$ cat config.mk
export PLATFORM = sky130hd
export DESIGN_NAME = state_variable_filter
export DESIGN_NICKNAME = d
export VERILOG_FILES = /design/src/design/svf_pkg.sv /design/src/design/state_variable_filter.sv /design/src/design/svf_mul.sv
export SDC_FILE = /design/constraint.sdc
export NUM_CORES = 2
export LEC_CHECK = 0
export ABC_AREA = 1
export BUFFER_PORTS_ARGS = -buffer_cell sky130_fd_sc_hd__buf_2
export CAP_MARGIN = 25
export CORE_UTILIZATION = 59
export DETAILED_ROUTE_END_ITERATION = 7
export MAX_ROUTING_LAYER = met4
export PLACE_DENSITY = 0.79
export SYNTH_ARGS = -nofsm -noshare
export SYNTH_HDL_FRONTEND = slang
export SYNTH_SLANG_ARGS = --single-unit
$ cat constraint.sdc
create_clock -name clk -period 5.85 [get_ports clk]
set_clock_uncertainty 0.15 [all_clocks]
set_input_delay 0.2925 -clock clk [delete_from_list [all_inputs] [get_ports clk]]
set_output_delay 0.2925 -clock clk [all_outputs]
set_load 0.02 [all_outputs]
$ cat src/design/svf_pkg.sv
// Shared constants for the state-variable filter: register indexes, output
// mode codes and reset values.  No dependencies.
`timescale 1ns / 1ps
`default_nettype none

package svf_pkg;

	// Default number of fractional bits in all fixed-point quantities.
	localparam int FRAC_BITS_DEF = 16;

	// Register indexes on the configuration port.
	localparam logic [1:0] REG_FREQ_COEF   = 2'd0;
	localparam logic [1:0] REG_RESONANCE   = 2'd1;
	localparam logic [1:0] REG_OUTPUT_MODE = 2'd2;

	// Output mode codes; every other code selects the lowpass output.
	localparam logic [1:0] MODE_LOWPASS  = 2'd0;
	localparam logic [1:0] MODE_HIGHPASS = 2'd1;
	localparam logic [1:0] MODE_BANDPASS = 2'd2;

	// Frequency coefficient after reset, given at 16 fractional bits.
	localparam longint FREQ_RESET_Q16 = 11498;
	localparam int     FREQ_RESET_FRAC = 16;

endpackage

`default_nettype wire

$ cat src/design/state_variable_filter.sv
// Top level of the Chamberlin state-variable filter: configuration registers,
// sequencer and datapath around one shared multiplier.  Uses svf_pkg and svf_mul.
`timescale 1ns / 1ps
`default_nettype none

// Chamberlin state-variable filter on signed fixed point with FRAC_BITS
// fractional bits (Q3.16 by default).
//
// Samples arrive on the s_ channel and one filtered sample leaves on the m_
// channel for every sample taken.  Software sets the frequency coefficient,
// the resonance and the output mode through the write port (cfg_wen,
// cfg_index, cfg_data) while the filter is idle; writes to an unused index
// are ignored.
//
// Each sample runs four multiplications through a single registered
// multiplier: the damping from the resonance, then f*band, q*band and
// f*high, each of which waits for the previous sum.  The sequencer passes
// through its six working states from ST_DAMP to ST_WRITE, leaving
// ST_WRITE only once the output register is free, and the filter takes no
// new sample until the last result is written; s_tready is high only
// while the sequencer is idle.
//
// Reset clears both integrators, sets the frequency coefficient to its
// default (about 0.175), the resonance to zero and the mode to lowpass.
// If the receiver stalls, the result stays in the output register.  The
// next sample is still taken and computed, but its result and the
// integrator update wait until that beat has been taken, and no further
// sample is accepted meanwhile.
module state_variable_filter #(
	parameter int FRAC_BITS = svf_pkg::FRAC_BITS_DEF
) (
	input  wire logic                                clk,
	input  wire logic                                arst_n,
	// configuration write port
	input  wire logic                                cfg_wen,
	input  wire logic [1:0]                          cfg_index,
	input  wire logic [FRAC_BITS:0]                  cfg_data,
	// sample input stream
	input  wire logic                                s_tvalid,
	output logic                                     s_tready,
	// bits from lowest: sample_in (FRAC_BITS+4, signed), then zero fill
	input  wire logic [((FRAC_BITS+4+7)/8)*8-1:0]    s_tdata,
	// sample output stream
	output logic                                     m_tvalid,
	input  wire logic                                m_tready,
	// bits from lowest: sample_out (FRAC_BITS+3, signed), then zero fill
	output logic [((FRAC_BITS+3+7)/8)*8-1:0]         m_tdata
);
	import svf_pkg::*;

	localparam int CFG_W  = FRAC_BITS + 1;
	localparam int IN_W   = FRAC_BITS + 4;
	localparam int ST_W   = FRAC_BITS + 3;
	localparam int W      = FRAC_BITS + 5;
	localparam int P_W    = CFG_W + W + 1;
	localparam int OUTD_W = ((FRAC_BITS + 3 + 7) / 8) * 8;

	localparam longint ONE_L   = 64'sd1 <<< FRAC_BITS;
	localparam longint K090_L  = (9 * ONE_L) / 10;
	localparam longint K005_L  = (5 * ONE_L) / 100;
	localparam longint LIM_L   = 2 * ONE_L;
	localparam longint FRST_L  = (FREQ_RESET_Q16 <<< FRAC_BITS) >>> FREQ_RESET_FRAC;

	localparam logic [CFG_W-1:0]  ONE_C   = CFG_W'(ONE_L);
	localparam logic [CFG_W-1:0]  K005_C  = CFG_W'(K005_L);
	localparam logic [CFG_W-1:0]  FRST_C  = CFG_W'(FRST_L);
	localparam logic signed [W-1:0] K090_W = W'(K090_L);
	localparam logic signed [W-1:0] ONE_W  = W'(ONE_L);
	localparam logic signed [W-1:0] K005_W = W'(K005_L);
	localparam logic signed [W-1:0] LIM_W  = W'(LIM_L);
	localparam logic signed [W-1:0] NLIM_W = W'(-LIM_L);

	typedef enum logic [3:0] {
		ST_IDLE,   // waiting for a sample
		ST_DAMP,   // damping product ready
		ST_LOW,    // f*band ready, q*band issued
		ST_HIGH,   // q*band ready
		ST_FHI,    // f*high issued
		ST_BAND,   // f*high ready
		ST_WRITE   // results ready, waiting for the output register
	} seq_state_t;

	seq_state_t state_q;

	// configuration
	logic [CFG_W-1:0] freq_q;
	logic [CFG_W-1:0] res_q;
	logic [1:0]       mode_q;

	// filter state and per-sample working registers
	logic signed [ST_W-1:0] low_q;
	logic signed [ST_W-1:0] band_q;
	logic signed [IN_W-1:0] x_q;
	logic [CFG_W-1:0]       damp_q;
	logic signed [W-1:0]    lo_q;
	logic signed [W-1:0]    hi_q;
	logic signed [W-1:0]    bd_q;

	logic                    out_valid_q;
	logic signed [ST_W-1:0]  out_q;

	// shared multiplier
	logic [CFG_W-1:0]       mul_a;
	logic signed [W-1:0]    mul_b;
	logic signed [P_W-1:0]  mul_p;
	logic signed [W-1:0]    prod;

	logic [CFG_W-1:0]       freq_clamp;
	logic [CFG_W-1:0]       res_clamp;
	logic signed [W-1:0]    low_w;
	logic signed [W-1:0]    band_w;
	logic signed [W-1:0]    x_w;
	logic signed [W-1:0]    damp_sum;
	logic signed [W-1:0]    lo_sum;
	logic signed [W-1:0]    hi_sum;
	logic signed [W-1:0]    bd_sum;
	logic signed [ST_W-1:0] lo_sat;
	logic signed [ST_W-1:0] hi_sat;
	logic signed [ST_W-1:0] bd_sat;
	logic                   out_free;

	function automatic logic signed [ST_W-1:0] sat2(input logic signed [W-1:0] v);
		logic signed [ST_W-1:0] r;
		if (v > LIM_W) begin
			r = LIM_W[ST_W-1:0];
		end else if (v < NLIM_W) begin
			r = NLIM_W[ST_W-1:0];
		end else begin
			r = v[ST_W-1:0];
		end
		return r;
	endfunction

	assign freq_clamp = (freq_q > ONE_C) ? ONE_C : freq_q;
	assign res_clamp  = (res_q > ONE_C) ? ONE_C : res_q;

	assign low_w  = {{(W-ST_W){low_q[ST_W-1]}}, low_q};
	assign band_w = {{(W-ST_W){band_q[ST_W-1]}}, band_q};
	assign x_w    = {{(W-IN_W){x_q[IN_W-1]}}, x_q};

	// Dropping the low fraction bits of a two's-complement product floors it.
	assign prod = mul_p[FRAC_BITS +: W];

	assign damp_sum = ONE_W - prod;
	assign lo_sum   = low_w + prod;
	assign hi_sum   = x_w - lo_q - prod;
	assign bd_sum   = band_w + prod;

	assign lo_sat = sat2(lo_q);
	assign hi_sat = sat2(hi_q);
	assign bd_sat = sat2(bd_q);

	assign out_free = !out_valid_q || m_tready;

	// Operand selection for the shared multiplier.
	always_comb begin
		mul_a = res_clamp;
		mul_b = K090_W;
		case (state_q)
			ST_DAMP: begin
				mul_a = freq_clamp;
				mul_b = band_w;
			end
			ST_LOW: begin
				mul_a = damp_q;
				mul_b = band_w;
			end
			ST_FHI: begin
				mul_a = freq_clamp;
				mul_b = hi_q;
			end
			default: begin
				mul_a = res_clamp;
				mul_b = K090_W;
			end
		endcase
	end

	svf_mul #(
		.A_W (CFG_W),
		.B_W (W)
	) u_mul (
		.clk (clk),
		.a   (mul_a),
		.b   (mul_b),
		.p   (mul_p)
	);

	// Configuration registers.
	always_ff @(posedge clk or negedge arst_n) begin
		if (!arst_n) begin
			freq_q <= FRST_C;
			res_q  <= '0;
			mode_q <= MODE_LOWPASS;
		end else if (cfg_wen) begin
			case (cfg_index)
				REG_FREQ_COEF:   freq_q <= cfg_data;
				REG_RESONANCE:   res_q  <= cfg_data;
				REG_OUTPUT_MODE: mode_q <= cfg_data[1:0];
				default: ;
			endcase
		end
	end

	// Sequencer, integrators and output register.  The multiplier is
	// started with the damping product on the accepting beat; later states
	// consume each product and start the next once its operands are ready.
	always_ff @(posedge clk or negedge arst_n) begin
		if (!arst_n) begin
			state_q     <= ST_IDLE;
			low_q       <= '0;
			band_q      <= '0;
			x_q         <= '0;
			damp_q      <= '0;
			lo_q        <= '0;
			hi_q        <= '0;
			bd_q        <= '0;
			out_q       <= '0;
			out_valid_q <= 1'b0;
		end else begin
			// A new result loads the output register; otherwise a taken
			// beat empties it.
			if (state_q == ST_WRITE && out_free) begin
				out_valid_q <= 1'b1;
			end else if (m_tready) begin
				out_valid_q <= 1'b0;
			end
			case (state_q)
				ST_IDLE: begin
					if (s_tvalid) begin
						x_q     <= s_tdata[IN_W-1:0];
						state_q <= ST_DAMP;
					end
				end
				ST_DAMP: begin
					damp_q  <= (damp_sum < K005_W) ? K005_C : damp_sum[CFG_W-1:0];
					state_q <= ST_LOW;
				end
				ST_LOW: begin
					lo_q    <= lo_sum;
					state_q <= ST_HIGH;
				end
				ST_HIGH: begin
					hi_q    <= hi_sum;
					state_q <= ST_FHI;
				end
				ST_FHI: begin
					state_q <= ST_BAND;
				end
				ST_BAND: begin
					bd_q    <= bd_sum;
					state_q <= ST_WRITE;
				end
				ST_WRITE: begin
					if (out_free) begin
						low_q  <= lo_sat;
						band_q <= bd_sat;
						case (mode_q)
							MODE_HIGHPASS: out_q <= hi_sat;
							MODE_BANDPASS: out_q <= bd_sat;
							default:       out_q <= lo_sat;
						endcase
						state_q <= ST_IDLE;
					end
				end
				default: begin
					state_q <= ST_IDLE;
				end
			endcase
		end
	end

	assign s_tready = (state_q == ST_IDLE);
	assign m_tvalid = out_valid_q;
	assign m_tdata  = {{(OUTD_W-ST_W){1'b0}}, out_q};

endmodule

`default_nettype wire

$ cat src/design/svf_mul.sv
// Shared multiplier of the state-variable filter: unsigned coefficient times
// signed operand, product registered.  No dependencies.
`timescale 1ns / 1ps
`default_nettype none

module svf_mul #(
	parameter int A_W = 17,
	parameter int B_W = 21
) (
	input  wire logic                     clk,
	input  wire logic [A_W-1:0]           a,
	input  wire logic signed [B_W-1:0]    b,
	output logic signed [A_W+B_W:0]       p
);

	logic signed [A_W:0] a_signed;

	assign a_signed = $signed({1'b0, a});

	always_ff @(posedge clk) begin
		p <= a_signed * b;
	end

endmodule

`default_nettype wire
==> summary.md <==
| Metric | Value |
|---|---|
| Number of sinks on the clock net | `218` |
| Initial antenna violation count | `2` |
| Multi-input gate area | `0.0195 mm2` |
| Layout cells sized above 1 | `20.5%` |
| Vias in the first global route | `26000` |
| Total GRT Usage | `40.3%` |
| Core box area | `0.0455 mm2` |
| Wirelength per Cell | `20.0 um` |
| DRC Markers | `0` |
| First-pass GRT wire length | `141000 um` |
| Mapped Area | `0.0273 mm2` |
| Worst Setup Start Kind | `flip-flop` |
| Worst Hold Class | `in -> reg` |
| Final setup viols | `21` |
| Register area | `0.00536 mm2` |
| CTS Buf Count | `25` |
| Iter 0 DRT Violations | `2617` |
| Compound-cell area share of the yosys netlist | `9.07%` |
| Final slew viol count | `0` |
| Root Buffer Master | `clkbuf_16` |
| Register area share after synthesis | `19.7%` |
| Die Area | `0.0471 mm2` |
| Hold violation count in the final report | `1` |
| Status | `finished, violations left` |
| Area delta synth->final | `23.0%` |
| Final worst path period share | `112%` |
| Initial Utilization | `59.9%` |
| CP Class | `reg -> reg` |
| RSZ-0062 raised after global routing | `true` |
| Failing checks | `hold timing, setup timing` |
| Data arrival, critical path | `6.83 ns` |
| Worst reg2reg path depth | `32` |
| Synth Area in XOR/XNOR | `1.92%` |
| FFs w/ async S/R, synth | `90.4%` |
| FF-to-FF setup slack | `-0.68 ns` |
| Vias per inst | `5.67` |
| Hold Worst Slack | `-0.0144 ns` |
| TritonCTS clock tree | `done` |
| Drt pass-1 iters | `8` |
| Post-synth top cells | `nand2_1, inv_1, fa_1` |
| Placer Congestion | `1.05` |
| Number of synthesis warnings | `0` |
| Yosys top cell by area | `fa_1` |
| Slowest stage delay, CP | `0.53 ns` |
| Worst-Skew Late Latency | `0.58 ns` |
| Simple-Gate Fraction of Synth Area | `22.6%` |
| Post-synth EDFFs | `0` |
| Largest family of logic cells by synthesized area | `adder cells` |
| Max FO, Critical Path | `4` |
| Overflow after GRT | `0` |
| Setup TNS Final | `-12.08 ns` |
| Adder-cell share of the synthesized area | `33.8%` |
| Slowest CP cell | `fa_2` |
| Max Clk Rate | `153 MHz` |
| CP Capture Point | `u_mul.p[36]` |
| Hpwl dp | `71200 um` |
| Pin count of the biggest net entering global routing | `110` |
| R2R Path Start | `state_q[0]` |
| Nets@finish | `4491` |
| Placed cells | `4399` |
| Synth cell types | `63` |
| # H-tree levels | `1` |
| IO Port Bufs | `64` |
| Chip Width | `217 um` |
| Count leader, synth | `nand2_1` |
| Max Buffers Root-to-Sink | `3` |
| Slew headroom | `32.9%` |
| # rows | `78` |
| Worst setup path start | `state_q[0]` |
| Fill count | `3409` |
| Post-synth top area share | `26.7%` |
| Clk slew on worst S/H paths | `0.07 ns` |
| Seq cells post-synth | `218` |
| CP required | `6.15 ns` |
| Most used DFF post-synth | `dfrtp_1` |
| Post-Synthesis Cells | `3496` |
| Worst R2R End | `u_mul.p[36]` |
| Vias | `25800` |
| DIE HEIGHT | `217 um` |
| WL final | `90900 um` |
| Multiplexer share of the synthesized area | `0.785%` |
| Final ANT Viol Nets | `0` |
| Worst setup EP type | `flip-flop` |
| Worst slew pin tran | `1.01 ns` |
| IO Pins | `74` |
| Ranking of synthesized cells by area | `fa_1, dfrtp_1, nand2_1, inv_1, ha_1` |
| Non-Filler Instances | `4546` |
| Final min period | `6.53 ns` |
| Max-cap violation count | `0` |
| Final WS setup | `-0.682 ns` |
| Synth Area per Inst | `7.80 um2` |
timing repair:
item                       in CTS  in global routing
setup endpoints to repair      21                 21
hold buffers                   43                  0
cloned                          1                  1
pin swaps                      47                 23
setup buffers                  39                 12
hold endpoints to repair      166                  0
gates resized for setup        88                 67
cell usage in the layout, fill, tap and decap left out, types with 19 or more instances in the layout:
cell type,instances
nand2_1,743
inv_1,662
fa_1,346
buf_4,326
nor2_1,316
nand3_1,205
dfrtp_1,187
o21ai_0,166
ha_1,131
a21oi_1,103
buf_2,63
inv_2,54
dlygate4sd3_1,43
nand4_1,36
buf_12,35
xor2_1,33
nor2_2,28
clkbuf_16,26
xnor2_1,24
nor4_1,22
ha_4,22
dfxtp_1,21
buf_6,20
mux2_2,19
registers in the layout (all words and copies together), names as in the netlist:
name,flops
res_q,17
out_q,19
lo_q,21
m_tvalid,1
u_mul.p,21
mode_q,2
low_q,19
damp_q,17
band_q,19
state_q,3
freq_q,17
bd_q,21
x_q,20
hi_q,21
how the worst min path moves through the flow:
stage / from / end / slack, ns / depth (start not counted)
3_3_place_gp: arst_n / bd_q[7] / 0.31 / 1
3_5_place_dp: arst_n / bd_q[6] / 0.31 / 1
6_report: cfg_wen / freq_q[8] / -0.01 / 3
5_1_grt: cfg_wen / freq_q[8] / 0.003 / 3
4_1_cts: arst_n / bd_q[18] / 0.27 / 2
2_1_floorplan: arst_n / band_q[0] / -0.15 / 0
per-layer routing:
metal | vias to the layer above | GRT usage [%] | share of wire [%]
met5 | - | - | 0
met4 | 0 | 19.7 | 6.3
met3 | 356 | 7.51 | 9.4
met2 | 1360 | 62.8 | 46
met1 | 12400 | 50.7 | 39
li1 | 11700 | - | -
critical path, delay by kind of cell, from the launching register on:
| kind | cells | cell delay, ns |
|---|---|---|
| fa+ha+maj | 7 | 3.18 |
| compound gates | 4 | 0.57 |
| simple gates | 11 | 1.16 |
| buf+inv | 10 | 0.92 |
| flops | 1 | 0.42 |
per-stage QoR:
step                      setup slack [ns]  instance area (um2)  util [%]
after floorplan                     -0.144                27900         -
after global placement              -0.663                31200      68.6
after detailed placement            -0.759                31200      68.6
after CTS                           -0.546                33100      72.9
after global routing                -0.899                33500      73.7
final                               -0.682                33500      73.7
logic make-up after synthesis:
| kind of cell | count (synthesis) |
|---|---|
| DFF | 218 |
| other | 1 |
| and+or+nand+nor | 1444 |
| muxes | 19 |
| xor gates and xnor gates | 59 |
| AOI/OAI and AO/OA | 408 |
| buffers and inverters | 830 |
| adders and majority gates | 517 |
area by class of cell:
cell class / instances / share of cell area, %
Sequential cell: 218 / 16.0
Multi-Input combinational cell: 2452 / 58.1
Timing Repair Buffer: 494 / 12.7
Tap cell: 600 / 2.24
Clock inverter: 13 / 0.444
Inverter: 735 / 8.43
Antenna cell: 2 / 0.0149
Clock buffer: 32 / 2.06
Power is not shown: default switching activity piles up to over one toggle a cycle in this logic, so the estimate is an artifact.
